[src/hw/rtl/rtc_pkg.sv]
`default_nettype none

package rtc_pkg;

    // item kinds as carried on the mode field
    typedef enum logic [1:0] {
        CMD_SAMPLE = 2'd0,
        CMD_READ   = 2'd1,
        CMD_CLEAR  = 2'd2
    } cmd_t;

    // compare_mode codes
    localparam logic [1:0] CMP_LE = 2'd0;
    localparam logic [1:0] CMP_GE = 2'd1;
    localparam logic [1:0] CMP_EQ = 2'd2;

    // configuration register indexes
    localparam logic [1:0] REG_COMPARE_MODE = 2'd0;
    localparam logic [1:0] REG_BASE         = 2'd1;
    localparam logic [1:0] REG_STEP         = 2'd2;
    localparam logic [1:0] REG_COUNT        = 2'd3;

    // reset values of the configuration registers
    localparam logic [1:0]  RST_COMPARE_MODE = CMP_GE;
    localparam logic [31:0] RST_BASE         = 32'd0;
    localparam logic [30:0] RST_STEP         = 31'd328;
    localparam logic [8:0]  RST_COUNT        = 9'd200;

    // fraction bits of the rate outputs
    localparam int RATE_FRAC = 16;

    // back to front control
    typedef struct packed {
        logic pop;
        logic init_pass;
    } back_ctrl_t;

endpackage

`default_nettype wire

[src/hw/rtl/rtc_front.sv]
`default_nettype none

module rtc_front
    import rtc_pkg::*;
#(
    parameter int SCORE_BITS = 32
) (
    input  wire logic                  clk,
    input  wire logic                  rst_n,
    input  wire logic                  start,
    input  wire logic [1:0]            mode,
    input  wire logic [SCORE_BITS-1:0] score,
    input  wire logic                  is_positive,
    input  wire logic [7:0]            entry_index,
    input  wire back_ctrl_t            ctrl,
    output logic                       busy,
    output logic                       q_valid,
    output cmd_t                       q_kind,
    output logic [SCORE_BITS-1:0]      q_score,
    output logic                       q_label,
    output logic [7:0]                 q_index
);

    cmd_t                  kind_reg  [2];
    logic [SCORE_BITS-1:0] score_reg [2];
    logic                  label_reg [2];
    logic [7:0]            index_reg [2];

    logic       wr_ptr_reg, wr_ptr_next;
    logic       rd_ptr_reg, rd_ptr_next;
    logic [1:0] fill_reg, fill_next;

    logic push;
    logic known;
    cmd_t kind_in;

    // classify: unknown modes are taken and dropped
    always_comb
    begin
        known   = 1'b0;
        kind_in = CMD_SAMPLE;
        unique case (mode)
            CMD_SAMPLE:
            begin
                known   = 1'b1;
                kind_in = CMD_SAMPLE;
            end
            CMD_READ:
            begin
                known   = 1'b1;
                kind_in = CMD_READ;
            end
            CMD_CLEAR:
            begin
                known   = 1'b1;
                kind_in = CMD_CLEAR;
            end
            default:
            begin
                known   = 1'b0;
                kind_in = CMD_SAMPLE;
            end
        endcase
    end

    assign busy    = (fill_reg == 2'd2) || ctrl.init_pass;
    assign push    = start && !busy && known;
    assign q_valid = (fill_reg != 2'd0);
    assign q_kind  = kind_reg[rd_ptr_reg];
    assign q_score = score_reg[rd_ptr_reg];
    assign q_label = label_reg[rd_ptr_reg];
    assign q_index = index_reg[rd_ptr_reg];

    always_comb
    begin
        wr_ptr_next = wr_ptr_reg ^ push;
        rd_ptr_next = rd_ptr_reg ^ ctrl.pop;
        fill_next   = fill_reg + 2'(push) - 2'(ctrl.pop);
    end

    always_ff @(posedge clk or negedge rst_n)
    begin
        if (!rst_n)
        begin
            wr_ptr_reg <= 1'b0;
            rd_ptr_reg <= 1'b0;
            fill_reg   <= 2'd0;
        end
        else
        begin
            wr_ptr_reg <= wr_ptr_next;
            rd_ptr_reg <= rd_ptr_next;
            fill_reg   <= fill_next;
        end
    end

    always_ff @(posedge clk)
    begin
        if (push)
        begin
            kind_reg[wr_ptr_reg]  <= kind_in;
            score_reg[wr_ptr_reg] <= score;
            label_reg[wr_ptr_reg] <= is_positive;
            index_reg[wr_ptr_reg] <= entry_index;
        end
    end

endmodule

`default_nettype wire

[config.mk]
export PLATFORM = sky130hd
export DESIGN_NAME = rtc_front
export DESIGN_NICKNAME = d
export VERILOG_FILES = /design/src/hw/rtl/rtc_pkg.sv /design/src/hw/rtl/rtc_front.sv
export SDC_FILE = /design/constraint.sdc
export NUM_CORES = 1
export LEC_CHECK = 0
export BUFFER_PORTS_ARGS = -buffer_cell sky130_fd_sc_hd__buf_2
export CAP_MARGIN = 20
export CORE_MARGIN = 3
export CORE_UTILIZATION = 30
export CTS_CLUSTER_DIAMETER = 50
export DETAILED_ROUTE_END_ITERATION = 6
export PLACE_DENSITY_LB_ADDON = 0.25
export SLEW_MARGIN = 20
export SYNTH_ARGS = -nofsm -noshare
export SYNTH_HDL_FRONTEND = slang
export SYNTH_SLANG_ARGS = --single-unit
[constraint.sdc]
create_clock -name clk -period 2.56 [get_ports clk]
set_input_delay 0.512 -clock clk [delete_from_list [all_inputs] [get_ports clk]]
set_output_delay 0.512 -clock clk [all_outputs]
set_load 0.01 [all_outputs]
; Word-level counts from Yosys, hierarchy flattened
; Memory sizes are Yosys's and may differ from the RTL's.
; Index checks and enable logic that the tools add are counted.
[totals]
output_inout_bits = 45
n_memories = 4
ramBits = 86
elab_cells = 25
reg_bits = 4
[memory_table]
columns = name, depth, word_bits, rd, rd_ports_with_merged_regs, write_ports, line_no
row1 = score_reg, 2, 32, 1, 0, 1, rtc_front.sv:25  ; logic [SCORE_BITS-1:0] score_reg [2];
row2 = index_reg, 2, 8, 1, 0, 1, rtc_front.sv:27  ; logic [7:0] index_reg [2];
row3 = kind_reg, 2, 2, 1, 0, 1, rtc_front.sv:24  ; cmd_t kind_reg [2];
row4 = label_reg, 2, 1, 1, 0, 1, rtc_front.sv:26  ; logic label_reg [2];
[classes]
mux = 4
n_eq_ne = 3
n_reduce_logical = 7
n_addsub = 2
n_bitwise = 2
[op_table]
columns = operator, count
row1 = equality test 2 bit (second input constant), 2
row2 = one-hot mux 2 bit (2 select lines), 1
row3 = two-way mux 1 bit, 3
row4 = OR reduction 3 bit, 1
row5 = adder 2 x 1 -> 2 bit, 1
row6 = equality test 2 x 1 -> 1 bit (second input constant), 1
row7 = logical AND 1 bit, 2
row8 = zero test 2 bit, 1
row9 = nonzero test 2 bit, 1
row10 = subtractor 2 x 1 -> 2 bit, 1
row11 = XOR 1 bit, 2
row12 = zero test 1 bit, 1
row13 = logical OR 1 bit, 1

; Logic depth before layout (Yosys ltp)
[depth]
word_depth = 7
ltp_mapped = 7
depth_no_buf = 7

; Least setup slack after synthesis
; Ideal clock, no wire load.
[synth_path]
path_kind = input -> register
from = input mode[0]
to = memory index_reg[1][0] (enable)
arrival_ps = 1877
path_stages = 3
path_slack_ps = 278
path_buffers = 0
cell_sequence = nand2_1 > and4b_1 > ha_1
[synth_via]
elab_chain_cells = 6
word_cells_on_any_way = 8
cone_classes = eq/ne (2) / mux (3) / reduce/logical (3)
[synth_lines]
columns = item, line_no
row1 = start: declaration, rtc_front.sv:11  ; input wire logic [1:0] mode,
row2 = "equality test 2 bit, or another cell as far along", rtc_front.sv:42  ; unique case (mode)
row3 = OR reduction 3 bit (no source line) (*), -
row4 = two-way mux 1 bit (*), rtc_front.sv:42
row5 = logical AND 1 bit (*), rtc_front.sv:67  ; assign push = start && !busy && known;
row6 = two-way mux 1 bit (*), rtc_front.sv:99  ; if (push)
row7 = two-way mux 1 bit (implied by the code) (*), rtc_front.sv:104  ; index_reg[wr_ptr_reg] <= entry_index;
row8 = end: declaration, rtc_front.sv:27
; Every way passes the cells marked *; elsewhere a longest branch is shown, timed or not.

; Worst setup path in the final report
[layout_path]
from = register rd_ptr_reg
to = output q_score[20]
[layout_via]
elab_chain_cells = 1
[layout_lines]
columns = item, line_no
row1 = start: declaration, rtc_front.sv:30  ; logic rd_ptr_reg, rd_ptr_next;
row2 = start signal: assignment, rtc_front.sv:92  ; rd_ptr_reg <= rd_ptr_next;
row3 = memory (2 x 32 bit), -
row4 = end: declaration, rtc_front.sv:19  ; output logic [SCORE_BITS-1:0] q_score,
; No other way between the ends.

==> reports/qor.csv <==
metric,value,unit
outcome,finished clean,
hold_ws,0.3613,ns
yosys warns,0,
post-synth net total,208,
CP top delay family,flip-flops,
Num CTS Buffers,9,
# setup viols final,0,
fmax,446.8,MHz
Routed Antenna Nets,0,
synthesized flop and latch total,90,
DR vias/cell,4.169,
hold_sp,entry_index[6],
Post-synth EDFFs,86,
gr usage total,0.09608,
largest family of logic cells by synthesized area,multiplexers,
worst r2r dst,score_reg[0][1],
gr ovfl total,0,
Reg2Reg Depth,4,
routed via count,1705,
RSZ-0062 raised after global routing,no,
synth unique cells,16,
Clock Tree Root,clkbuf_16,
Post-Route WL,6181,um
chip width,114.7,um
Clock power frac,0.303,
n_diodes,0,
Hold Crit Class,primary input to register,
Mapped Cells,156,
max-cap violations,0,
top cell type's share of synthesized area,0.7283,
fin cells,409,
P&R area growth vs syn,26.89,%
hold path endpoint,index_reg[0][6],
Critical Path RT,2.05,ns
WL per Instance,15.11,um
chip height,114.7,um
Tmin final,2.238,ns
CTS Buffer Depth,2,
first-pass GRT wire length,9156,um
largest net degree at the start of global routing,26,
Relative slew margins,0.6749,
CP cell instances,buf_12 > mux2_4 > buf_2,
die area,13160,um^2
DRT Pass-1 Iters,4,
antenna violations before repair,0,
post-route cell area,4499,um^2
max-slew violations,0,
post-DP HPWL,4203,um
CP Max Fanout,16,
sequential power share,0.422,
P per Cell Area,1004,nW/um^2
r2r setup slk,0.91,ns
mapped cell area,3546,um^2
clock skew,0.004041,ns
Synth top cells by count,"edfxtp_1 (86), mux2_4 (39)",
clk_lat worst skew,0.34,ns
total power,4.518,mW
XOR/XNOR share of the synthesized area,0.007410,
Static Leak,1.795,nW
drc violations,0,
Worst Setup Path Type,register to output port,
CTS H-tree lvls,3,
fin crit share,0.8742,
maximum VDD drop,0.0004154,V
internal cell power,3.345,mW
WP data arrival,1.73,ns
register area share after synthesis,0.7565,
post-synthesis async set-or-reset flop share,0.04444,
Setup crit start kind,register,
DR iter-0 viols,52,
cell with the most instances after synthesis,edfxtp_1,
CTS tree,built,
actual slew at the worst max-slew pin,0.4876,ns
Worst path max stage delay,0.67,ns
"CTS clk-pin slew, worst paths",0.06,ns
CP endpoint kind,output port,
"Slowest-stage cell, CP",dfrtp_2,
mux share of post-synthesis cell area,0.1778,
Initial Util,0.3092,
vias in the first global route,1716,
Adder-Cell Fraction of Synth Area,0.01411,
Synth Area per Inst,22.73,um^2
Net Sw Frac,0.2597,
TNS Setup,0,ns
core area,11470,um^2
IO Port Bufs,92,
Placed Cells,392,
max reg flops,64,
worst path bufs/invs,2,
combinational share of power,0.275,
share of cells above drive strength 1,0.6053,
GPL Wtd Cong,0.6670,
hold depth,1,
Psw,1.174,mW
Synth Area in Compound Gates,0,
fillers,1052,
simple-gate share of the synthesized area,0.01517,
reg2reg start,fill_reg[1],
placed cell area,4170,um^2
I/O pin count,93,
# nets final,313,
post-CTS sizing,0,
"top cells by area, synth","edfxtp_1 (73%), mux2_4 (17%), dfrtp_1 (2.8%)",
"Setup Fix Bufs, Post-CTS",0,
Post-CTS Hold Buffers,1,
CTS Sinks,90,
Final Hold Violating Endpoints,0,
Core Rows,39,
largest area contributor in the netlist,edfxtp_1,
Post-synth top flop,edfxtp_1,
==> worst max path at each step <==
stage	from	to	slack, ns	cells after the start
after floorplan	mode[0]	index_reg[1][0]	0.28	3
after global placement	rd_ptr_reg	q_score[20]	0.65	3
after detailed placement	rd_ptr_reg	q_score[20]	0.63	3
after CTS	rd_ptr_reg	q_score[20]	0.26	3
after global routing	rd_ptr_reg	q_score[13]	0.24	3
final	rd_ptr_reg	q_score[20]	0.32	3
==> power groups by stage <==
| stage | Combinational [mW] | Clock [mW] | Sequential, mW |
|---|---|---|---|
| after floorplan | 1.01 | 0 | 1.87 |
| after global placement | 1.27 | 0 | 1.94 |
| after detailed placement | 1.28 | 0 | 1.94 |
| after CTS | 1.28 | 1.42 | 1.91 |
| after global routing | 1.35 | 1.48 | 1.93 |
| final | 1.24 | 1.37 | 1.91 |
==> worst register-to-register path: stages, from the launching register on <==
cell	delay (ns)
dfrtp_1	0.40
nand2b_1	0.12
and4b_1	0.26
ha_2	0.19
buf_4	0.33
==> placed cells by master, fill, tap and decap left out, drive strengths merged <==
cell	netlist	layout
dlygate4sd3	0	1
mux2	43	43
ha	4	4
inv	3	3
xor2	1	1
nand2b	2	2
nor2b	2	2
clkinvlp	0	2
and4b	1	1
edfxtp	86	86
nand4b	1	1
buf	5	98
bufinv	0	2
dfrtp	4	4
xnor2	2	2
or2	1	1
clkbuf	0	9
clkinv	0	3
nand2	1	1
==> logic make-up (layout without fill, tap and decap cells) <==
logic type | Yosys count | after routing
muxes | 43 | 43
DFF | 90 | 90
adders and majority gates | 4 | 4
xor gates and xnor gates | 3 | 3
buffers and inverters | 8 | 118
and+or+nand+nor | 8 | 8
==> metrics by stage <==
step / setup slack [ns] / util
3_5_place_dp: 0.6294 / 0.3637
6_report: 0.3221 / 0.3924
3_3_place_gp: 0.6454 / 0.3637
5_1_grt: 0.2415 / 0.3924
2_1_floorplan: 0.2781 / -
4_1_cts: 0.2572 / 0.3924
==> layer usage <==
metal  track usage  routed length (um)  vias up
li1              -                   -      818
met4       0.06338                 174        0
met3       0.02854                 307       13
met5             0                   0        -
met1        0.1104                2575      819
met2        0.1556                3123       55
==> area by class of cell <==
class	instances	area, um^2	share of cell area
inverter	3	11.26	0.002503
tap	143	178.9	0.03977
multi-input combinational	58	765.7	0.1702
clock buffer	9	225.2	0.05006
sequential	90	2684	0.5965
timing repair buffer	99	540.5	0.1201
clock inverter	7	93.84	0.02086
Note: power is estimated with default switching activity, not from simulation.
